### config.mk
export PLATFORM = sky130hd
export DESIGN_NAME = predictive_token_lexer_flat
export DESIGN_NICKNAME = d
export VERILOG_FILES = /design/src/hw/rtl/ptl_pkg.sv /design/src/hw/rtl/ptl_if.sv /design/src/hw/rtl/ptl_core.sv /design/src/hw/rtl/predictive_token_lexer.sv /design/src/flat_wrapper.sv
export SDC_FILE = /design/constraint.sdc
export NUM_CORES = 1
export LEC_CHECK = 0
export BUFFER_PORTS_ARGS = -buffer_cell sky130_fd_sc_hd__buf_2
export CAP_MARGIN = 20
export CORE_ASPECT_RATIO = 0.5
export CORE_MARGIN = 2
export CORE_UTILIZATION = 51
export CTS_BUF_LIST = sky130_fd_sc_hd__clkbuf_16
export DETAILED_ROUTE_END_ITERATION = 6
export PLACE_DENSITY_LB_ADDON = 0.05
export SYNTH_ARGS = -nofsm -noshare
export SYNTH_HDL_FRONTEND = slang
export SYNTH_SLANG_ARGS = --single-unit
### constraint.sdc
create_clock -name clock -period 6.4 [get_ports clock]
set_input_delay 1.28 -clock clock [delete_from_list [all_inputs] [get_ports clock]]
set_output_delay 1.28 -clock clock [all_outputs]
set_load 0.01 [all_outputs]
### src/hw/rtl/ptl_pkg.sv
// Shared types and constants of the predictive token lexer.
// Depends on nothing; used by the core, the top level and the testbench.
`default_nettype none
package ptl_pkg;

   typedef enum logic [1:0] {
      OP_PROBE    = 2'd0,
      OP_BEGIN    = 2'd1,
      OP_CONTINUE = 2'd2,
      OP_NONE     = 2'd3
   } opcode_type;

   typedef enum logic [3:0] {
      ERR_NONE        = 4'd0,
      ERR_BAD_CHAR    = 4'd1,
      ERR_EARLY_END   = 4'd2,
      ERR_NL_QUOTE    = 4'd3,
      ERR_EMPTY_BR    = 4'd4,
      ERR_BAD_OPTION  = 4'd5,
      ERR_NO_BRACE    = 4'd6,
      ERR_EMPTY_TOKEN = 4'd7,
      ERR_NO_PROBE    = 4'd8
   } error_type;

   typedef enum logic [4:0] {
      P_IDLE, P_START, P_ARROW2, P_WS_MORE, P_CM_SLASH, P_CM_LINE, P_CM_BLOCK,
      P_CM_STAR, P_BR_FIRST, P_BR_MORE, P_QUOTE, P_U_MORE, P_E_DOLLAR, P_E_FIRST,
      P_E_REST, P_N_REST, P_G_REST, P_A_USER, P_I_DIG, P_I_FIRST, P_WORD_T,
      P_WORD_F, P_O1, P_O2, P_FL_INT, P_FL_FRAC, P_FL_EXP0, P_FL_EXPD
   } phase_type;

   localparam logic [4:0] K_EOF      = 5'd0;
   localparam logic [4:0] K_ARROW    = 5'd9;
   localparam logic [4:0] K_WS       = 5'd10;
   localparam logic [4:0] K_COMMENT  = 5'd11;
   localparam logic [4:0] K_PERM     = 5'd12;
   localparam logic [4:0] K_SRV_OPT  = 5'd13;
   localparam logic [4:0] K_CLI_OPT  = 5'd14;
   localparam logic [4:0] K_ARG      = 5'd15;
   localparam logic [4:0] K_PATH     = 5'd16;
   localparam logic [4:0] K_FNAME    = 5'd17;
   localparam logic [4:0] K_NAME     = 5'd18;
   localparam logic [4:0] K_GROUP    = 5'd19;
   localparam logic [4:0] K_AGENT    = 5'd20;
   localparam logic [4:0] K_INT      = 5'd21;
   localparam logic [4:0] K_SINT     = 5'd22;
   localparam logic [4:0] K_BOOL     = 5'd23;
   localparam logic [4:0] K_FLOAT    = 5'd24;
   localparam logic [4:0] K_STRING   = 5'd25;

   localparam logic [8:0] END_CH = 9'h100;

   typedef struct packed {
      logic [4:0] kind;
      phase_type  phase;
      logic       quote_dbl;
      logic       brace_open;
      logic [2:0] cand;
      logic [3:0] pos;
   } lex_state_type;

   typedef struct packed {
      logic      consumed;
      logic      token_done;
      logic      could_match;
      error_type error_code;
   } lex_flags_type;

endpackage
`default_nettype wire

### src/hw/rtl/ptl_if.sv
// Request and response channel interfaces of the token lexer.
// Depends on ptl_pkg for nothing but shares its widths with the top level.
`default_nettype none
interface ptl_req_if (input wire logic clock);
   logic       valid;
   logic       ready;
   logic [1:0] opcode;
   logic [4:0] token_kind;
   logic [7:0] current_char;
   logic       current_is_end;
   logic [7:0] lookahead_char;
   logic       lookahead_is_end;
   modport source (output valid, opcode, token_kind, current_char, current_is_end,
                   lookahead_char, lookahead_is_end, input ready);
   modport sink (input valid, opcode, token_kind, current_char, current_is_end,
                 lookahead_char, lookahead_is_end, output ready);
endinterface

interface ptl_rsp_if #(parameter int LINE_BITS = 20, parameter int COLUMN_BITS = 16)
   (input wire logic clock);
   logic                   valid;
   logic                   ready;
   logic                   consumed;
   logic                   token_done;
   logic                   could_match;
   logic [3:0]             error_code;
   logic [LINE_BITS-1:0]   line_number;
   logic [COLUMN_BITS-1:0] column_number;
   modport source (output valid, consumed, token_done, could_match, error_code,
                   line_number, column_number, input ready);
   modport sink (input valid, consumed, token_done, could_match, error_code,
                 line_number, column_number, output ready);
endinterface
`default_nettype wire

### src/hw/rtl/ptl_core.sv
// Combinational lexer step: next token state and flags for one byte.
// Depends on ptl_pkg.
`default_nettype none
module ptl_core
   import ptl_pkg::*;
(
   input  wire logic [1:0]    opcode,
   input  wire logic [4:0]    token_kind,
   input  wire logic [8:0]    cur,
   input  wire logic [8:0]    la,
   input  lex_state_type      state_cur,
   output lex_state_type      state_nxt,
   output lex_flags_type      flags
);

   typedef struct packed {
      lex_state_type st;
      logic          cons;
      logic          done;
      error_type     err;
      logic          again;
   } step_type;

   localparam logic [95:0] W_MANUAL = "manual-start";
   localparam logic [39:0] W_ASYNC  = "async";
   localparam logic [79:0] W_TYPES  = "types-only";
   localparam logic [31:0] W_TRUE   = "true";
   localparam logic [39:0] W_FALSE  = "false";

   function automatic logic eq(logic [8:0] c, logic [7:0] b);
      return c == {1'b0, b};
   endfunction
   function automatic logic in_rng(logic [8:0] c, logic [7:0] lo, logic [7:0] hi);
      return !c[8] && c[7:0] >= lo && c[7:0] <= hi;
   endfunction
   function automatic logic is_lower(logic [8:0] c);
      return in_rng(c, "a", "z");
   endfunction
   function automatic logic is_digit(logic [8:0] c);
      return in_rng(c, "0", "9");
   endfunction
   function automatic logic id_start(logic [8:0] c);
      return is_lower(c) || in_rng(c, "A", "Z") || eq(c, "_");
   endfunction
   function automatic logic id_char(logic [8:0] c);
      return id_start(c) || is_digit(c);
   endfunction
   function automatic logic is_ws(logic [8:0] c);
      return eq(c, " ") || eq(c, 8'h09) || eq(c, 8'h0A) || eq(c, 8'h0D);
   endfunction
   function automatic logic name_char(logic [8:0] c);
      return id_char(c) || eq(c, ".") || eq(c, "$") || eq(c, "-") || eq(c, ":") ||
             eq(c, ";") || eq(c, "+") || eq(c, "=") || eq(c, "?");
   endfunction
   function automatic logic [8:0] single_ch(logic [4:0] k);
      logic [8:0] r;
      case (k)
         5'd1: r = {1'b0, "{"};
         5'd2: r = {1'b0, "}"};
         5'd3: r = {1'b0, "("};
         5'd4: r = {1'b0, ")"};
         5'd5: r = {1'b0, ":"};
         5'd6: r = {1'b0, "="};
         5'd7: r = {1'b0, "."};
         5'd8: r = {1'b0, "*"};
         default: r = END_CH;
      endcase
      return r;
   endfunction
   function automatic logic opt_hit(int i, logic [3:0] pos, logic [8:0] c);
      logic hit;
      int p;
      hit = 1'b0;
      p = int'(pos);
      case (i)
         0: if (p < 12) hit = eq(c, W_MANUAL[8*(11-p) +: 8]);
         1: if (p < 5) hit = eq(c, W_ASYNC[8*(4-p) +: 8]);
         default: if (p < 10) hit = eq(c, W_TYPES[8*(9-p) +: 8]);
      endcase
      return hit;
   endfunction
   function automatic logic word_hit(logic is_false, logic [3:0] pos, logic [8:0] c);
      logic hit;
      int p;
      hit = 1'b0;
      p = int'(pos);
      if (is_false) begin
         if (p < 5) hit = eq(c, W_FALSE[8*(4-p) +: 8]);
      end else begin
         if (p < 4) hit = eq(c, W_TRUE[8*(3-p) +: 8]);
      end
      return hit;
   endfunction

   function automatic step_type fail(step_type r, error_type e);
      step_type o;
      o = r;
      o.err = e;
      o.st.phase = P_IDLE;
      return o;
   endfunction
   function automatic step_type finish(step_type r);
      step_type o;
      o = r;
      o.done = 1'b1;
      o.st.phase = P_IDLE;
      return o;
   endfunction
   function automatic step_type take_to(step_type r, phase_type p);
      step_type o;
      o = r;
      o.cons = 1'b1;
      o.st.phase = p;
      return o;
   endfunction

   function automatic step_type unquoted(step_type r, logic [8:0] c, logic [8:0] l,
                                         logic first);
      logic pathy, cls, cmt;
      pathy = r.st.kind != K_FNAME;
      cls = name_char(c) || (pathy && eq(c, "/"));
      cmt = pathy && eq(c, "/") && (eq(l, "/") || eq(l, "*"));
      if (eq(c, "$")) return take_to(r, P_E_DOLLAR);
      if (cls && !cmt) return take_to(r, P_U_MORE);
      if (first) return fail(r, ERR_BAD_CHAR);
      return finish(r);
   endfunction

   function automatic step_type bracket_inner(step_type r, logic [8:0] c);
      step_type o;
      logic opt;
      o = r;
      opt = r.st.kind != K_PERM;
      if (c == END_CH) return fail(r, ERR_EARLY_END);
      if (opt ? !(eq(c, "-") || is_lower(c)) : !(eq(c, "r") || eq(c, "w") || eq(c, "x")))
         return fail(r, ERR_BAD_CHAR);
      o = take_to(o, P_BR_MORE);
      if (opt) begin
         for (int i = 0; i < 3; i++)
            if (!opt_hit(i, r.st.pos, c)) o.st.cand[i] = 1'b0;
         if (r.st.pos != 4'd15) o.st.pos = r.st.pos + 4'd1;
      end
      return o;
   endfunction

   function automatic logic option_ok(lex_state_type s);
      logic [2:0] m;
      m = ((s.kind == K_SRV_OPT) ? 3'b011 : 3'b101) & s.cand;
      return (m[0] && s.pos == 4'd12) || (m[1] && s.pos == 4'd5) ||
             (m[2] && s.pos == 4'd10);
   endfunction

   function automatic step_type lex_start(step_type r, logic [8:0] c, logic [8:0] l);
      step_type o;
      logic [4:0] k;
      o = r;
      k = r.st.kind;
      if (k >= 5'd1 && k <= 5'd8) begin
         if (c == single_ch(k)) return finish(take_to(o, P_IDLE));
         return fail(o, ERR_BAD_CHAR);
      end
      case (k)
         K_EOF: o = (c == END_CH) ? finish(o) : fail(o, ERR_BAD_CHAR);
         K_ARROW: o = eq(c, "-") ? take_to(o, P_ARROW2) : fail(o, ERR_BAD_CHAR);
         K_WS: o = is_ws(c) ? take_to(o, P_WS_MORE) : fail(o, ERR_EMPTY_TOKEN);
         K_COMMENT: o = eq(c, "/") ? take_to(o, P_CM_SLASH) : fail(o, ERR_BAD_CHAR);
         K_PERM, K_SRV_OPT, K_CLI_OPT:
            o = eq(c, "[") ? take_to(o, P_BR_FIRST) : fail(o, ERR_BAD_CHAR);
         K_ARG, K_PATH, K_FNAME, K_STRING: begin
            if (eq(c, "\"") || eq(c, "'")) begin
               o.st.quote_dbl = eq(c, "\"");
               o = take_to(o, P_QUOTE);
            end else if (k == K_STRING) begin
               o = fail(o, ERR_BAD_CHAR);
            end else begin
               o = unquoted(o, c, l, 1'b1);
            end
         end
         K_NAME, K_GROUP:
            o = id_start(c) ? take_to(o, (k == K_NAME) ? P_N_REST : P_G_REST)
                            : fail(o, ERR_BAD_CHAR);
         K_AGENT:
            o = eq(c, "<") ? take_to(o, P_A_USER)
              : id_start(c) ? take_to(o, P_N_REST) : fail(o, ERR_BAD_CHAR);
         K_INT: begin
            o.st.phase = P_I_FIRST;
            o.again = 1'b1;
         end
         K_SINT: begin
            if (eq(c, "+") || eq(c, "-")) begin
               o = take_to(o, P_I_FIRST);
            end else begin
               o.st.phase = P_I_FIRST;
               o.again = 1'b1;
            end
         end
         K_BOOL: begin
            if (eq(c, "t") || eq(c, "f")) begin
               o.st.pos = 4'd1;
               o = take_to(o, eq(c, "t") ? P_WORD_T : P_WORD_F);
            end else if (eq(c, "o")) begin
               o = take_to(o, P_O1);
            end else begin
               o = fail(o, ERR_BAD_CHAR);
            end
         end
         K_FLOAT:
            o = (is_digit(c) || eq(c, "+") || eq(c, "-")) ? take_to(o, P_FL_INT)
                                                          : fail(o, ERR_BAD_CHAR);
         default: o = finish(o);
      endcase
      return o;
   endfunction

   function automatic step_type lex_step(lex_state_type s, logic [8:0] c, logic [8:0] l);
      step_type r;
      phase_type p;
      r.st = s;
      r.cons = 1'b0;
      r.done = 1'b0;
      r.err = ERR_NONE;
      r.again = 1'b0;
      p = s.phase;
      case (p)
         P_START: r = lex_start(r, c, l);
         P_ARROW2: r = eq(c, ">") ? finish(take_to(r, P_IDLE)) : fail(r, ERR_BAD_CHAR);
         P_WS_MORE: r = is_ws(c) ? take_to(r, p) : finish(r);
         P_CM_SLASH:
            r = eq(c, "/") ? take_to(r, P_CM_LINE)
              : eq(c, "*") ? take_to(r, P_CM_BLOCK) : fail(r, ERR_BAD_CHAR);
         P_CM_LINE: r = (eq(c, 8'h0A) || c == END_CH) ? finish(r) : take_to(r, p);
         P_CM_BLOCK, P_CM_STAR: begin
            if (p == P_CM_STAR && eq(c, "/")) r = finish(take_to(r, P_IDLE));
            else if (eq(c, "*")) r = take_to(r, P_CM_STAR);
            else if (c == END_CH) r = fail(r, ERR_EARLY_END);
            else r = take_to(r, P_CM_BLOCK);
         end
         P_BR_FIRST: r = eq(c, "]") ? fail(r, ERR_EMPTY_BR) : bracket_inner(r, c);
         P_BR_MORE: begin
            if (eq(c, "]")) begin
               r = take_to(r, P_IDLE);
               r = (s.kind != K_PERM && !option_ok(s)) ? fail(r, ERR_BAD_OPTION)
                                                         : finish(r);
            end else begin
               r = bracket_inner(r, c);
            end
         end
         P_QUOTE: begin
            if (c == {1'b0, (s.quote_dbl ? 8'h22 : 8'h27)}) r = finish(take_to(r, P_IDLE));
            else if (c == END_CH) r = fail(r, ERR_EARLY_END);
            else if (eq(c, 8'h0A) || eq(c, 8'h0D)) r = fail(r, ERR_NL_QUOTE);
            else r = take_to(r, p);
         end
         P_U_MORE: r = unquoted(r, c, l, 1'b0);
         P_E_DOLLAR: begin
            if (eq(c, "{")) begin
               r.st.brace_open = 1'b1;
               r = take_to(r, P_E_FIRST);
            end else begin
               r.st.brace_open = 1'b0;
               r.st.phase = P_E_FIRST;
               r.again = 1'b1;
            end
         end
         P_E_FIRST: r = id_start(c) ? take_to(r, P_E_REST) : fail(r, ERR_BAD_CHAR);
         P_E_REST: begin
            if (id_char(c)) begin
               r = take_to(r, p);
            end else if (!s.brace_open) begin
               r.st.phase = P_U_MORE;
               r.again = 1'b1;
            end else if (eq(c, "}")) begin
               r.st.brace_open = 1'b0;
               r = take_to(r, P_U_MORE);
            end else if (c == END_CH) begin
               r = fail(r, ERR_EARLY_END);
            end else begin
               r = fail(r, ERR_NO_BRACE);
            end
         end
         P_N_REST: r = id_char(c) ? take_to(r, p) : finish(r);
         P_G_REST: r = (id_char(c) || eq(c, "-")) ? take_to(r, p) : finish(r);
         P_A_USER:
            r = (id_char(c) || eq(c, "-")) ? take_to(r, p)
              : eq(c, ">") ? finish(take_to(r, P_IDLE)) : fail(r, ERR_BAD_CHAR);
         P_I_FIRST: r = is_digit(c) ? take_to(r, P_I_DIG) : fail(r, ERR_BAD_CHAR);
         P_I_DIG:
            r = is_digit(c) ? take_to(r, p)
              : eq(c, "K") ? finish(take_to(r, P_IDLE)) : finish(r);
         P_WORD_T, P_WORD_F: begin
            if (word_hit(p == P_WORD_F, s.pos, c)) begin
               r = take_to(r, p);
               r.st.pos = s.pos + 4'd1;
               if (r.st.pos >= ((p == P_WORD_F) ? 4'd5 : 4'd4)) r = finish(r);
            end else begin
               r = fail(r, ERR_BAD_CHAR);
            end
         end
         P_O1:
            r = eq(c, "n") ? finish(take_to(r, P_IDLE))
              : eq(c, "f") ? take_to(r, P_O2) : fail(r, ERR_BAD_CHAR);
         P_O2: r = eq(c, "f") ? finish(take_to(r, P_IDLE)) : fail(r, ERR_BAD_CHAR);
         P_FL_INT, P_FL_FRAC: begin
            if (is_digit(c)) r = take_to(r, p);
            else if (p == P_FL_INT && eq(c, ".")) r = take_to(r, P_FL_FRAC);
            else if (eq(c, "e") || eq(c, "E")) r = take_to(r, P_FL_EXP0);
            else r = finish(r);
         end
         P_FL_EXP0:
            r = (is_digit(c) || eq(c, "+") || eq(c, "-")) ? take_to(r, P_FL_EXPD)
                                                          : fail(r, ERR_BAD_CHAR);
         P_FL_EXPD: r = is_digit(c) ? take_to(r, p) : finish(r);
         default: r.st.phase = P_IDLE;
      endcase
      return r;
   endfunction

   function automatic logic probe(logic [4:0] k, logic [8:0] c, logic [8:0] l);
      logic m;
      if (k >= 5'd1 && k <= 5'd8) return c == single_ch(k);
      case (k)
         K_EOF: m = c == END_CH;
         K_ARROW: m = eq(c, "-") && eq(l, ">");
         K_WS: m = is_ws(c);
         K_COMMENT: m = eq(c, "/") && (eq(l, "/") || eq(l, "*"));
         K_PERM, K_SRV_OPT, K_CLI_OPT: m = eq(c, "[");
         K_ARG, K_PATH, K_FNAME: begin
            if (k != K_FNAME && eq(c, "/")) m = !eq(l, "/") && !eq(l, "*");
            else m = name_char(c) || eq(c, "'") || eq(c, "\"");
         end
         K_NAME, K_GROUP: m = id_start(c);
         K_AGENT: m = eq(c, "<") || id_start(c);
         K_INT: m = is_digit(c);
         K_SINT: m = eq(c, "+") || eq(c, "-") || is_digit(c);
         default: m = 1'b0;
      endcase
      return m;
   endfunction

   step_type      first_step;
   step_type      second_step;
   lex_state_type begin_state;

   always_comb begin
      begin_state = '{kind: token_kind, phase: P_START, quote_dbl: 1'b0,
                      brace_open: 1'b0, cand: 3'b111, pos: 4'd0};
      first_step  = lex_step((opcode == OP_BEGIN) ? begin_state : state_cur, cur, la);
      second_step = lex_step(first_step.st, cur, la);
      if (first_step.again) begin
         second_step.cons = second_step.cons | first_step.cons;
      end else begin
         second_step = first_step;
      end
      state_nxt = state_cur;
      flags = '{consumed: 1'b0, token_done: 1'b0, could_match: 1'b0,
                error_code: ERR_NONE};
      case (opcode)
         OP_PROBE: begin
            if (token_kind >= K_BOOL) flags.error_code = ERR_NO_PROBE;
            else flags.could_match = probe(token_kind, cur, la);
         end
         OP_BEGIN: begin
            if (token_kind > K_STRING) begin
               state_nxt = begin_state;
               state_nxt.phase = P_IDLE;
               flags.token_done = 1'b1;
            end else begin
               state_nxt = second_step.st;
               flags.consumed = second_step.cons;
               flags.token_done = second_step.done;
               flags.error_code = second_step.err;
            end
         end
         OP_CONTINUE: begin
            if (state_cur.phase != P_IDLE) begin
               state_nxt = second_step.st;
               flags.consumed = second_step.cons;
               flags.token_done = second_step.done;
               flags.error_code = second_step.err;
            end
         end
         default: state_nxt = state_cur;
      endcase
   end

endmodule
`default_nettype wire

### src/hw/rtl/predictive_token_lexer.sv
// Top level of the predictive token lexer: input register, lexer step, result register.
// Depends on ptl_pkg, ptl_if and ptl_core.
//
//  channel | direction | transaction
//  req     | in        | opcode, kind, current byte and lookahead with end flags
//  rsp     | out       | consumed, done, match, error, line and column
//
// One transaction a cycle unless rsp stalls; a request reaches rsp via both registers.
// The token state and counters update as a request leaves the input register.
// Reset clears the token state, sets line 1 column 0 and empties both registers.
// A stalled rsp holds its transaction while the input register still takes one more.
`default_nettype none
module predictive_token_lexer
   import ptl_pkg::*;
#(
   parameter int LINE_BITS   = 20,
   parameter int COLUMN_BITS = 16
) (
   input  wire logic clock,
   input  wire logic reset,
   ptl_req_if.sink   req,
   ptl_rsp_if.source rsp
);

   logic                   in_valid_ff;
   logic [1:0]             in_op_ff;
   logic [4:0]             in_kind_ff;
   logic [8:0]             in_cur_ff;
   logic [8:0]             in_la_ff;
   lex_state_type          state_ff;
   lex_state_type          state_in;
   lex_flags_type          flags;
   logic [LINE_BITS-1:0]   line_ff;
   logic [LINE_BITS-1:0]   line_in;
   logic [COLUMN_BITS-1:0] col_ff;
   logic [COLUMN_BITS-1:0] col_in;
   logic                   out_valid_ff;
   lex_flags_type          out_flags_ff;
   logic                   advance;

   assign advance   = in_valid_ff && (!out_valid_ff || rsp.ready);
   assign req.ready = !in_valid_ff || advance;

   ptl_core u_core (
      .opcode     (in_op_ff),
      .token_kind (in_kind_ff),
      .cur        (in_cur_ff),
      .la         (in_la_ff),
      .state_cur  (state_ff),
      .state_nxt  (state_in),
      .flags      (flags)
   );

   always_comb begin
      line_in = line_ff;
      col_in  = col_ff;
      if (flags.consumed) begin
         if (in_cur_ff == 9'h00A) begin
            if (line_ff != {LINE_BITS{1'b1}}) line_in = line_ff + 1'b1;
            col_in = '0;
         end else if (col_ff != {COLUMN_BITS{1'b1}}) begin
            col_in = col_ff + 1'b1;
         end
      end
   end

   always_ff @(posedge clock) begin
      if (req.valid && req.ready) begin
         in_op_ff   <= req.opcode;
         in_kind_ff <= req.token_kind;
         in_cur_ff  <= req.current_is_end ? END_CH : {1'b0, req.current_char};
         in_la_ff   <= req.lookahead_is_end ? END_CH : {1'b0, req.lookahead_char};
      end
      if (advance) out_flags_ff <= flags;
      if (reset) begin
         in_valid_ff  <= 1'b0;
         out_valid_ff <= 1'b0;
         state_ff     <= '{kind: 5'd0, phase: P_IDLE, quote_dbl: 1'b0,
                           brace_open: 1'b0, cand: 3'b111, pos: 4'd0};
         line_ff      <= {{(LINE_BITS-1){1'b0}}, 1'b1};
         col_ff       <= '0;
      end else begin
         if (req.ready) in_valid_ff <= req.valid;
         if (advance) begin
            state_ff     <= state_in;
            line_ff      <= line_in;
            col_ff       <= col_in;
            out_valid_ff <= 1'b1;
         end else if (rsp.ready) begin
            out_valid_ff <= 1'b0;
         end
      end
   end

   assign rsp.valid         = out_valid_ff;
   assign rsp.consumed      = out_flags_ff.consumed;
   assign rsp.token_done    = out_flags_ff.token_done;
   assign rsp.could_match   = out_flags_ff.could_match;
   assign rsp.error_code    = out_flags_ff.error_code;
   assign rsp.line_number   = line_ff;
   assign rsp.column_number = col_ff;

endmodule
`default_nettype wire

### src/flat_wrapper.sv
// flat-port wrapper written by rule: the top's interface ports become plain ports
module predictive_token_lexer_flat import ptl_pkg::*;
#(
   parameter int LINE_BITS   = 20,
   parameter int COLUMN_BITS = 16
)
  (clock, reset, req_valid, req_opcode, req_token_kind, req_current_char, req_current_is_end, req_lookahead_char, req_lookahead_is_end, req_ready, rsp_valid, rsp_consumed, rsp_token_done, rsp_could_match, rsp_error_code, rsp_line_number, rsp_column_number, rsp_ready);
  ptl_req_if req_i (.clock(clock));
  ptl_rsp_if #(.LINE_BITS(LINE_BITS), .COLUMN_BITS(COLUMN_BITS)) rsp_i (.clock(clock));
  input  wire logic clock;
  input  wire logic reset;
  input wire logic [$bits(req_i.valid)-1:0] req_valid;
  input wire logic [$bits(req_i.opcode)-1:0] req_opcode;
  input wire logic [$bits(req_i.token_kind)-1:0] req_token_kind;
  input wire logic [$bits(req_i.current_char)-1:0] req_current_char;
  input wire logic [$bits(req_i.current_is_end)-1:0] req_current_is_end;
  input wire logic [$bits(req_i.lookahead_char)-1:0] req_lookahead_char;
  input wire logic [$bits(req_i.lookahead_is_end)-1:0] req_lookahead_is_end;
  output wire logic [$bits(req_i.ready)-1:0] req_ready;
  output wire logic [$bits(rsp_i.valid)-1:0] rsp_valid;
  output wire logic [$bits(rsp_i.consumed)-1:0] rsp_consumed;
  output wire logic [$bits(rsp_i.token_done)-1:0] rsp_token_done;
  output wire logic [$bits(rsp_i.could_match)-1:0] rsp_could_match;
  output wire logic [$bits(rsp_i.error_code)-1:0] rsp_error_code;
  output wire logic [$bits(rsp_i.line_number)-1:0] rsp_line_number;
  output wire logic [$bits(rsp_i.column_number)-1:0] rsp_column_number;
  input wire logic [$bits(rsp_i.ready)-1:0] rsp_ready;
  assign req_i.valid = req_valid;
  assign req_i.opcode = req_opcode;
  assign req_i.token_kind = req_token_kind;
  assign req_i.current_char = req_current_char;
  assign req_i.current_is_end = req_current_is_end;
  assign req_i.lookahead_char = req_lookahead_char;
  assign req_i.lookahead_is_end = req_lookahead_is_end;
  assign req_ready = req_i.ready;
  assign rsp_valid = rsp_i.valid;
  assign rsp_consumed = rsp_i.consumed;
  assign rsp_token_done = rsp_i.token_done;
  assign rsp_could_match = rsp_i.could_match;
  assign rsp_error_code = rsp_i.error_code;
  assign rsp_line_number = rsp_i.line_number;
  assign rsp_column_number = rsp_i.column_number;
  assign rsp_i.ready = rsp_ready;
  predictive_token_lexer #(.LINE_BITS(LINE_BITS), .COLUMN_BITS(COLUMN_BITS)) u_core (.clock(clock), .reset(reset), .req(req_i), .rsp(rsp_i));
endmodule
==> metrics.md, run 1 <==
| Metric | Value |
|---|---|
| H-tree depth | `3` |
| CP peak stage delay | `just under 0.6 ns` |
| Final setup fails | `0` |
| Slew Viols, Final | `0` |
| Number of global-route vias before repair | `11100` |
| #FFs+latches synth | `96` |
| Top-area cell type share of the netlist area | `roughly an eighth` |
| Final period utilization | `between 90 and 100%` |
| Post-route ant nets | `0` |
| First-pass GRT wire length | `~68000 µm` |
| Buffers on Ports | `73` |
| Synth Area in Simple Gates | `about a third` |
| Place WS | `a little under 0.3 ns` |
| Min Hold Slack | `a little over 0.5 ns` |
| P per Cell Area | `approximately 140 mW/mm²` |
| Hold_sp | `u_core.rsp.line_number[9]` |
| Fraction of registers with async set/reset | `0%` |
| Critical Path AT | `slightly above 6 ns` |
| Mapped Area | `between 0.01 and 0.015 mm²` |
| CTS Buffer Depth | `2` |
| Gpl congestion | `about 1.1` |
| Busiest grt layer | `met1` |
| Commonest non-fill, non-tap cell in the layout | `nand2_1` |
| Drt first pass iters | `7` |
| Leakage | `roughly 4.3 nW` |
| Net Count, Synth | `around 1500` |
| Share of cells above drive strength 1 | `14.0%` |
| Die Area | `~0.022 mm²` |
| Worst r2r src | `u_core.in_op_ff[1]` |
| Drc violations | `10` |
| Chip Width | `approximately 210 µm` |
| I/O pin total | `74` |
| Violated checks | `design-rule violations` |
| Skew-Pair Late Insertion Delay | `about 0.38 ns` |
| Area occupied by multi-input gates | `0.00760 mm²` |
| Total gr overflow | `0` |
| Final Instance Count excl. Fillers | `around 1700` |
| Reg clk slew, reported paths | `0.09 ns` |
| Post-Synthesis Cells | `between 1000 and 1500` |
| All-Layer GR Usage | `approximately 41%` |
| Maximum vdd drop | `roughly 0.16 mV` |
| Endpoint class of the critical path | `register` |
| CTS tree | `yes` |
| Max-cap violations | `0` |
| Adder-cell share of the synthesized area | `about 3.7%` |
| Largest family of logic cells by synthesized area | `simple AND/OR/NAND/NOR gates` |
| Met2 global-route usage | `57.5%` |
| WL per Instance | `roughly 26 µm` |
| Largest net degree at the start of global routing | `62` |
| Hold buffers post-CTS | `0` |
| Drt first-iter violations | `2030` |
| # clock sinks | `96` |
| Post-CTS sizing | `0` |
| RSZ-0062 raised after global routing | `false` |
| Post-synthesis mux area share | `3.05%` |
| GR Util met3 | `between 10% and 20%` |
| Floorplan row count | `37` |
| Number of flops mapped to enable cells by yosys | `32` |
| Hold Fails Final Rpt | `0` |
| Fin nets | `between 1500 and 2000` |
| TNS Setup | `0 ns` |
| CTS Root Cell | `clkbuf_16` |
| Worst Path Max Fanout | `8` |
| Compound-Gate Fraction of Synth Area | `approximately 28%` |
| Worst hold path class | `reg2reg` |
| Final HPWL DP | `34300 µm` |
| Clk_skew | `between 0.015 and 0.02 ns` |
| Via density | `between 7 and 8` |
| Met1 usage | `roughly three fifths` |
| Sequential Area | `0.00224 mm²` |
| XOR/XNOR Fraction of Synth Area | `between 2 and 3%` |
| WS Path Type | `reg2reg` |
| Layout overhead on the synthesized area | `9.78%` |
| Synth Flop Type | `dfxtp_1` |
| Seq/Total Area, Yosys | `a little over a fifth` |
| Total wire length | `between 40000 and 50000 µm` |
| Critical path's slowest cell | `or4_4` |
| Core Area | `around 0.020 mm²` |
| Crit path launch | `u_core.in_op_ff[1]` |
| Max Fclk | `165 MHz` |
| CTS buffer count | `9` |
| Worst-path cell chain | `inv_1 > ha_2 > clkinv_1 > nand2_1 > ha_1 > inv_1 > or4_4 > a31oi_4 > o221ai_1 > a211oi_2 > a221oi_1 > or2_2 > inv_1 > ha_1 > a21oi_1 > or3_1 > or3_1 > o211ai_1 > nor4_1 > a41o_1 > o21ai_0 > a21oi_1` |
| Initial Util | `about half` |
| Distinct cells, synth | `97` |
| Crit path top cell by count | `inv_1` |
| Largest area contributor in the netlist | `dfxtp_1` |
| Initial antenna violation count | `4` |
| Syn Area/Cell | `about 7.4 µm²` |
| Worst Tran Pin Value | `around 1.2 ns` |
| Min cycle time layout | `just over 6 ns` |
| Post-CTS setup buffers | `0` |
| Placed cells | `between 1500 and 2000` |
| Via count | `12600` |
| Buf/Inv on CP | `4` |
| Fillers | `about 2000` |
| Delay-heaviest family, CP | `simple AND/OR/NAND/NOR gates` |
| Slew HR | `between 10% and 20%` |
| Worst Path Required | `6.50 ns` |
| Setup ws final | `0.336 ns` |
| Top cells by area, synth | `dfxtp_1, edfxtp_1, nand2_1, nor2_1, a21oi_1` |
| Chip Height | `105 µm` |
| Most frequent cells in the layout | `nand2_1, nor2_1, a21oi_1, buf_2, nand3_1` |
| Crit path launch type | `register` |
| Status | `finished with violations` |
| Yosys warning total | `0` |
-- routing by layer --
metal | routed length, µm | vias to the layer above
li1 | - | 5527
met1 | 19300 | 6035
met2 | 18000 | 872
met3 | 6170 | 122
met4 | 1460 | 0
met5 | 0 | -
-- synth_stat cells, types with 13 or more instances --
| master | instances |
|---|---|
| o21ai_0 | 58 |
| or3_1 | 16 |
| o31ai_1 | 26 |
| nand3_1 | 65 |
| o211ai_1 | 19 |
| and3_1 | 30 |
| nand2_1 | 123 |
| o22ai_1 | 14 |
| nor2b_1 | 47 |
| a31oi_1 | 26 |
| edfxtp_1 | 32 |
| nand4_1 | 30 |
| nor2_1 | 122 |
| a211oi_1 | 21 |
| ha_1 | 31 |
| dfxtp_1 | 64 |
| clkbuf_1 | 56 |
| inv_1 | 47 |
| xnor2_1 | 27 |
| nor3_1 | 55 |
| a22oi_1 | 15 |
| buf_2 | 30 |
| nor4_1 | 20 |
| nand2b_1 | 21 |
| a21o_1 | 13 |
| a21oi_1 | 89 |
| and2_1 | 17 |
| nor3b_1 | 13 |
| or4_1 | 37 |
| mux2i_1 | 20 |
-- path summary, 6_finish.rpt --
path              cells past startpoint                   endpoint  slack, ns
hold reg to reg                       2  u_core.rsp.line_number[9]       0.50
hold / removal                        2  u_core.rsp.line_number[9]       0.50
setup / recovery                     22      u_core.rsp.token_done       0.34
setup reg to reg                     22      u_core.rsp.token_done       0.34
-- cell type report --
| type | count | share of cell area (%) |
|---|---|---|
| tap | 273 | 2.96 |
| multi-input combinational | 1175 | 65.9 |
| inverter | 54 | 1.76 |
| sequential | 96 | 19.5 |
| timing repair buffer | 131 | 7.03 |
| clock buffer | 12 | 2.61 |
| antenna | 1 | 0.0217 |
| clock inverter | 4 | 0.250 |
-- metrics by stage --
step / power (W) / util (%) / area (µm²)
after floorplan: 0.000852 / - / 10500
after global placement: 0.000938 / 54.9 / 11200
after detailed placement: 0.000945 / 54.9 / 11200
after CTS: 0.00155 / 56.5 / 11500
after global routing: 0.00160 / 56.6 / 11500
final: 0.00157 / 56.6 / 11500
-- state kept, by name (all words and copies together) (netlist names), 2 cells and up, named ones only --
signal / flops
u_core.rsp.error_code: 4
u_core.rsp.column_number: 16
u_core.in_la_ff: 9
u_core.rsp.line_number: 20
u_core.in_cur_ff: 9
u_core.in_kind_ff: 5
u_core.state_ff: 19
u_core.in_op_ff: 2
-- worst min-delay path, cell delays in order (launching register included) --
cell and delay, ns:
dfxtp_1 0.33, o31ai_1 0.07, a21oi_1 0.06
-- cell families after synthesis --
logic type / Yosys count
flip-flops: 96
AND/OR/NAND/NOR: 659
adder cells (fa/ha/maj): 31
AO/OA/AOI/OAI: 422
buffers and inverters: 156
XOR/XNOR: 33
multiplexers: 30
-- power breakdown --
| group | total (W) | switching, W | internal, W |
|---|---|---|---|
| clock | 0.000620 | 0.000282 | 0.000338 |
| sequential | 0.000681 | 0.0000320 | 0.000649 |
| combinational | 0.000264 | 0.000179 | 0.0000859 |
| total | 0.00157 | 0.000492 | 0.00107 |
Power figures use the tool's default switching activity.
==> run 2: changes to the inputs <==
==> constraint.sdc (replaced) <==
create_clock -name clock -period 5.95 [get_ports clock]
set_input_delay 1.19 -clock clock [delete_from_list [all_inputs] [get_ports clock]]
set_output_delay 1.19 -clock clock [all_outputs]
set_load 0.01 [all_outputs]
==> run 2 against run 1 <==
Effect of this change:
- the run now ends clean
- clock-buffer cell count fell by 3
- clock power fell by 3%
- non-clock buffer count rose by 42
- total power rose by 4.6%
- combinational power rose by 17%
- first-iteration DRC count fell by 9.9%
- register-to-register slack got worse by 0.03 ns
- clock skew fell by 0.0071 ns
- hold slack got worse by 0.011 ns
- die area did not move
- sequential share of layout area fell by 0.60 points
- sequential power rose by 6.3%
==> metrics.md, run 2 (synthesized netlist as in run 1, its figures left out) <==
| Metric | Value |
|---|---|
| Crit path launch | `u_core.in_op_ff[0]` |
| Hold Fails Final Rpt | `0` |
| Clk_skew | `around 0.010 ns` |
| Max FFs per register | `20` |
| CTS Buffer Depth | `2` |
| Drt first pass iters | `7` |
| CTS Root Cell | `clkbuf_16` |
| Number of global-route vias before repair | `around 12000` |
| Fillers | `a little under 2000` |
| Fin nets | `roughly 1600` |
| CP peak stage delay | `between 0.7 and 0.8 ns` |
| Share of cells above drive strength 1 | `around 17%` |
| Chip Width | `207 µm` |
| Min cycle time layout | `roughly 5.6 ns` |
| First-pass GRT wire length | `between 60000 and 70000 µm` |
| Final HPWL DP | `around 34000 µm` |
| Status | `completed` |
| I/O pin total | `74` |
| Final core occ | `between 50% and 60%` |
| Buf/Inv on CP | `3` |
| Layout overhead on the synthesized area | `13.3%` |
| Worst Path Required | `a little over 6 ns` |
| Clock power share | `a little under two fifths` |
| Slew HR | `between 20% and 30%` |
| Slew Viols, Final | `0` |
| Gpl congestion | `1.05` |
| WS Path Type | `reg2reg` |
| Chip Height | `105 µm` |
| NetSw | `approximately 0.00054 W` |
| Final period utilization | `94.8%` |
| Leakage | `4.53 nW` |
| Reg2reg setup slack | `~0.3 ns` |
| Sequential fraction of design power | `between 40% and 50%` |
| Sequential Area | `about 0.0022 mm²` |
| TNS Setup | `0 ns` |
| Area occupied by multi-input gates | `approximately 0.0076 mm²` |
| Hold EP | `u_core.rsp.line_number[12]` |
| Crit path launch type | `register` |
| Total wire length | `around 45000 µm` |
| Switching share of power | `about a third` |
| R2R cell count | `19` |
| Worst hold path class | `reg2reg` |
| Maximum vdd drop | `0.174 mV` |
| Max Fclk | `177 MHz` |
| Drc violations | `0` |
| Worst Tran Pin Value | `1.17 ns` |
| # clock sinks | `96` |
| Worst Path Max Fanout | `20` |
| CTS buffer count | `9` |
| Floorplan row count | `37` |
| Post-route ant nets | `0` |
| Most frequent cells in the layout | `nand2_1, nor2_1, buf_4, a21oi_1, buf_2` |
| Via count | `between 10000 and 15000` |
| Largest net degree at the start of global routing | `49` |
| Pint | `roughly 0.0011 W` |
| Worst-path cell chain | `ha_4 > buf_4 > buf_4 > o21ai_0 > a31oi_4 > a221oi_2 > a21oi_2 > mux2i_1 > a221o_1 > inv_1 > ha_1 > a21oi_1 > or3_1 > or3_1 > o211ai_1 > nor4_1 > a41o_1 > o21ai_0 > a21oi_1` |
| H-tree depth | `3` |
| P per Cell Area | `about 140 mW/mm²` |
| Critical path's slowest cell | `o21ai_0` |
| Comb pwr share | `between 10% and 20%` |
| Endpoint class of the critical path | `register` |
| Worst r2r src | `u_core.in_op_ff[0]` |
| Hold buffers post-CTS | `0` |
| Critical Path AT | `5.73 ns` |
| Skew-Pair Late Insertion Delay | `between 0.3 and 0.4 ns` |
| Delay-heaviest family, CP | `compound AO/OA/AOI/OAI gates` |
| Min Hold Slack | `0.494 ns` |
| CTS tree | `yes` |
| Core Area | `approximately 0.020 mm²` |
| Max-cap violations | `0` |
| Buffers on Ports | `73` |
| RSZ-0062 raised after global routing | `false` |
| Initial antenna violation count | `3` |
| Hold Path Cell Cnt | `2` |
| Initial Util | `51.5%` |
| Total gr overflow | `0` |
| RR Endpoint | `u_core.rsp.token_done` |
| Final setup fails | `0` |
| Hold_sp | `u_core.rsp.line_number[12]` |
| Drt first-iter violations | `between 1500 and 2000` |
| All-Layer GR Usage | `roughly two fifths` |
| Die Area | `approximately 0.022 mm²` |
| WL per Instance | `25.2 µm` |
| Via density | `between 7 and 8` |
| Reg clk slew, reported paths | `0.08 ns` |
[run 2: changes by cell type in the layout (fill, tap and decap cells not counted), moves of 2 or more]
cell       change
buf_12         +3
a41oi_1        -2
clkbuf_16      -3
buf_4         +40
a41oi_2        +2
[run 2: through the flow]
step           total power, W  cells  instance area [µm²]  setup slack [ns]
5_1_grt               0.00168   1787                11900            0.0406
4_1_cts               0.00163   1785                11800            0.0588
3_5_place_dp          0.00103   1769                11500             0.182
6_report              0.00164   1789                11900             0.307
3_3_place_gp          0.00103   1769                11500             0.118
2_1_floorplan        0.000916   1427                10500            0.0216
[run 2: metal layers]
layer | up-vias | GRT usage (%) | wire, µm
met2 | 883 | 61.5 | 19100
met1 | 6042 | 55.5 | 18600
met5 | - | 0 | 0
met4 | 0 | 14.7 | 1740
met3 | 161 | 13.0 | 5770
li1 | 5609 | - | -
[run 2: how the worst max path moves through the flow]
stage	to	slack (ns)	depth (start not counted)
after floorplan	u_core.rsp.token_done	0.02	27
after global placement	u_core.rsp.column_number[6]	0.12	18
after detailed placement	u_core.rsp.column_number[12]	0.18	18
after CTS	u_core.rsp.line_number[13]	0.06	18
after global routing	u_core.rsp.token_done	0.04	19
final	u_core.rsp.token_done	0.31	19
[run 2: power by group through the flow]
stage | clock network, W | logic [W] | registers [W]
floorplan | 0 | 0.000192 | 0.000724
global placement | 0 | 0.000291 | 0.000736
detailed placement | 0 | 0.000295 | 0.000738
CTS | 0.000608 | 0.000296 | 0.000722
global route | 0.000628 | 0.000330 | 0.000726
finish | 0.000604 | 0.000310 | 0.000724
[run 2: timing repair]
item,4_1_cts,5_1_grt
endpoints found under the setup margin,0,35
buffers inserted,0,1
gates resized for setup,0,10
[run 2: cell type report]
| type | instances | share of cell area [%] |
|---|---|---|
| Antenna cell | 2 | 0.0421 |
| Clock buffer | 9 | 1.89 |
| Clock inverter | 7 | 0.547 |
| Inverter | 54 | 1.70 |
| Multi-Input combinational cell | 1175 | 64.3 |
| Sequential cell | 96 | 18.8 |
| Tap cell | 273 | 2.87 |
| Timing Repair Buffer | 173 | 9.80 |
[run 2: tightest hold or removal path: stages (launching register included)]
cell and delay [ns]:
dfxtp_1 0.33, o31ai_1 0.07, a21oi_1 0.05
==> run 3: changes to the inputs <==
--- a/config.mk
+++ b/config.mk
@@ -15,4 +15,5 @@
 export PLACE_DENSITY_LB_ADDON = 0.05
 export SYNTH_ARGS = -nofsm -noshare
 export SYNTH_HDL_FRONTEND = slang
+export SYNTH_HIERARCHICAL = 1
 export SYNTH_SLANG_ARGS = --single-unit
==> run 3 against run 2 <==
Effect of this change:
- routed wire length shrank 10%
- clock skew is essentially flat
- total power shrank 1.4%
- largest cell class unchanged
- highest routed layer unchanged
==> metrics.md, run 3 <==
| Metric | Value |
|---|---|
| Status | `completed` |
| Largest area contributor in the netlist | `dfxtp_1` |
| Buffers on Ports | `73` |
| Drc violations | `0` |
| Core Area | `about 0.019 mm²` |
| Drt first-iter violations | `1630` |
| Via density | `between 6 and 7` |
| RR Endpoint | `u_core/rsp.column_number[10]` |
| Drt first pass iters | `6` |
| Max Fclk | `between 150 and 200 MHz` |
| Fraction of registers with async set/reset | `0%` |
| Net Count, Synth | `~1400` |
| Crit path launch type | `register` |
| Reg clk slew, reported paths | `around 0.07 ns` |
| All-Layer GR Usage | `about 40%` |
| Post-synthesis mux area share | `2.69%` |
| Buf/Inv on CP | `4` |
| Synth Area in Simple Gates | `34.8%` |
| Hold Fails Final Rpt | `0` |
| Final setup fails | `0` |
| Worst Path Required | `~6.2 ns` |
| Mapped Area | `around 0.0098 mm²` |
| Post-Synthesis Cells | `around 1300` |
| Max FFs per register | `20` |
| Initial antenna violation count | `0` |
| Seq/Total Area, Yosys | `a little over a fifth` |
| Syn Area/Cell | `7.30 µm²` |
| Post-route cell area | `~0.011 mm²` |
| Final core occ | `roughly 60%` |
| Worst Path Max Fanout | `15` |
| CTS tree | `yes` |
| Slew HR | `25.7%` |
| Worst r2r src | `u_core/in_op_ff[1]` |
| Initial Util | `between 50% and 60%` |
| Number of flops mapped to enable cells by yosys | `32` |
| First-pass GRT wire length | `a little over 60000 µm` |
| Share of cells above drive strength 1 | `18.0%` |
| Maximum vdd drop | `between 0.1 and 0.15 mV` |
| Via count | `roughly 12000` |
| CTS Buffer Depth | `2` |
| R2R cell count | `22` |
| Min cycle time layout | `~5.7 ns` |
| WS Path Type | `reg2reg` |
| Min Hold Slack | `roughly 0.50 ns` |
| Number of global-route vias before repair | `10600` |
| Delay-heaviest family, CP | `compound AO/OA/AOI/OAI gates` |
| TNS Setup | `0 ns` |
| Leakage | `between 4 and 5 nW` |
| Distinct cells, synth | `roughly 120` |
| Largest net degree at the start of global routing | `59` |
| Slew Viols, Final | `0` |
| Layout overhead on the synthesized area | `13.8%` |
| Critical Path AT | `a little under 6 ns` |
| Max-cap violations | `0` |
| Most frequent cells in the layout | `nand2_1, nor2_1, buf_4, a21oi_1, buf_2` |
| XOR/XNOR Fraction of Synth Area | `3.05%` |
| Most instantiated library cell after synthesis | `nand2_1` |
| Final Instance Count excl. Fillers | `about 1700` |
| WL per Instance | `between 20 and 25 µm` |
| Fin nets | `~1500` |
| Chip Height | `just over 100 µm` |
| # clock sinks | `between 80 and 90` |
| Top-area cell type share of the netlist area | `between 10% and 20%` |
| Antenna diodes | `0` |
| Chip Width | `roughly 200 µm` |
| CTS Root Cell | `clkbuf_16` |
| Placed cells | `1669` |
| Synth Flop Type | `dfxtp_1` |
| Commonest non-fill, non-tap cell in the layout | `nand2_1` |
| Adder-cell share of the synthesized area | `under 10%` |
| Worst Tran Pin Value | `about 1.1 ns` |
| Total gr overflow | `0` |
| Post-route ant nets | `0` |
| DP Area | `0.0107 mm²` |
| Yosys warning total | `6` |
| Worst hold path class | `reg2reg` |
| Clk_skew | `0.00981 ns` |
| Reg2reg setup slack | `roughly 0.25 ns` |
| CTS buffer count | `9` |
| Final period utilization | `between 90% and 100%` |
| P per Cell Area | `between 100 and 150 mW/mm²` |
| WP depth | `22` |
| #FFs+latches synth | `between 80 and 90` |
| Largest family of logic cells by synthesized area | `simple AND/OR/NAND/NOR gates` |
| I/O pin total | `74` |
| Crit path launch | `u_core/in_op_ff[1]` |
| Floorplan row count | `35` |
| Fillers | `between 1500 and 2000` |
| Die Area | `just over 0.02 mm²` |
| Endpoint class of the critical path | `register` |
| Final HPWL DP | `about 30000 µm` |
| Skew-Pair Late Insertion Delay | `around 0.35 ns` |
| Total wire length | `just over 40000 µm` |
| CP peak stage delay | `between 0.5 and 0.6 ns` |
| Synth top cells by count | `nand2_1, nor2_1, a21oi_1, o21ai_0, nand3_1` |
| Compound-Gate Fraction of Synth Area | `28.7%` |
| Worst-path cell chain | `inv_1 > ha_4 > mux2_2 > inv_1 > ha_1 > buf_4 > nor2_1 > a2111oi_2 > a2111oi_4 > a311o_1 > a31oi_1 > nor4_4 > o2bb2ai_1 > nor2_1 > o21ai_0 > a31oi_2 > and2_1 > and2_1 > buf_4 > nand2_1 > or3_1 > o41ai_1` |
| H-tree depth | `3` |
| Gpl congestion | `approximately 1.1` |
| Top cells by area, synth | `dfxtp_1, edfxtp_1, nand2_1, nor2_1, a21oi_1` |
| Crit path to | `u_core/rsp.column_number[10]` |
| Critical path's slowest cell | `a2111oi_2` |
-- run 3: routing by layer --
metal,vias to the layer above,track usage [%],wire (µm)
li1,5201,-,-
met1,5545,56.8,17200
met2,876,56.5,15700
met3,151,13.6,6130
met4,0,12.9,1480
met5,-,0,0
-- run 3: worst min-delay path: cells and delay by family, from the launching register on --
family	cells	cell delay [ns]
AO/OA/AOI/OAI	1	0.05
flip-flops	1	0.33
AND/OR/NAND/NOR	1	0.06
-- run 3: how the worst min path moves through the flow --
stage | from | endpoint | slack, ns | depth (start not counted)
floorplan | u_core/state_ff[3] | u_core/state_ff[3] | 0.43 | 2
global placement | u_core/state_ff[8] | u_core/state_ff[8] | 0.47 | 2
detailed placement | u_core/state_ff[8] | u_core/state_ff[8] | 0.49 | 2
CTS | u_core/state_ff[8] | u_core/state_ff[8] | 0.49 | 2
global route | u_core/state_ff[8] | u_core/state_ff[8] | 0.53 | 2
finish | u_core/state_ff[7] | u_core/state_ff[7] | 0.50 | 2
-- run 3: power by group --
group | switching, W | internal, W
sequential | 0.0000277 | 0.000650
clock | 0.000273 | 0.000328
combinational | 0.000219 | 0.000117
total | 0.000520 | 0.00109
-- run 3: metrics by stage --
step,worst slack (ns),power (W)
floorplan,0.0253,0.000889
global placement,0.286,0.000998
detailed placement,-0.0379,0.00100
CTS,0.123,0.00160
global route,-0.0183,0.00166
finish,0.247,0.00161
-- run 3: cell type report --
cell class | instances | area, µm² | share of cell area [%]
multi-input combinational | 1115 | 7090 | 63.9
sequential | 89 | 2100 | 18.9
clock buffer | 9 | 225 | 2.03
timing repair buffer | 170 | 1120 | 10.1
inverter | 45 | 169 | 1.52
clock inverter | 7 | 68.8 | 0.620
tap | 259 | 324 | 2.92
-- run 3: what timing repair did --
action	CTS	global route
gates cloned	0	0
pin swaps	0	1
setup endpoints to repair	7	28
setup buffers	0	7
hold buffers	0	0
endpoints found under the hold margin	0	0
resized for setup	1	3
-- run 3: cell families after synthesis --
logic type      after synthesis
simple gates                647
compound gates              386
buf+inv                     133
flops                        89
xor+xnor                     34
mux                          24
fa+ha+maj                    24
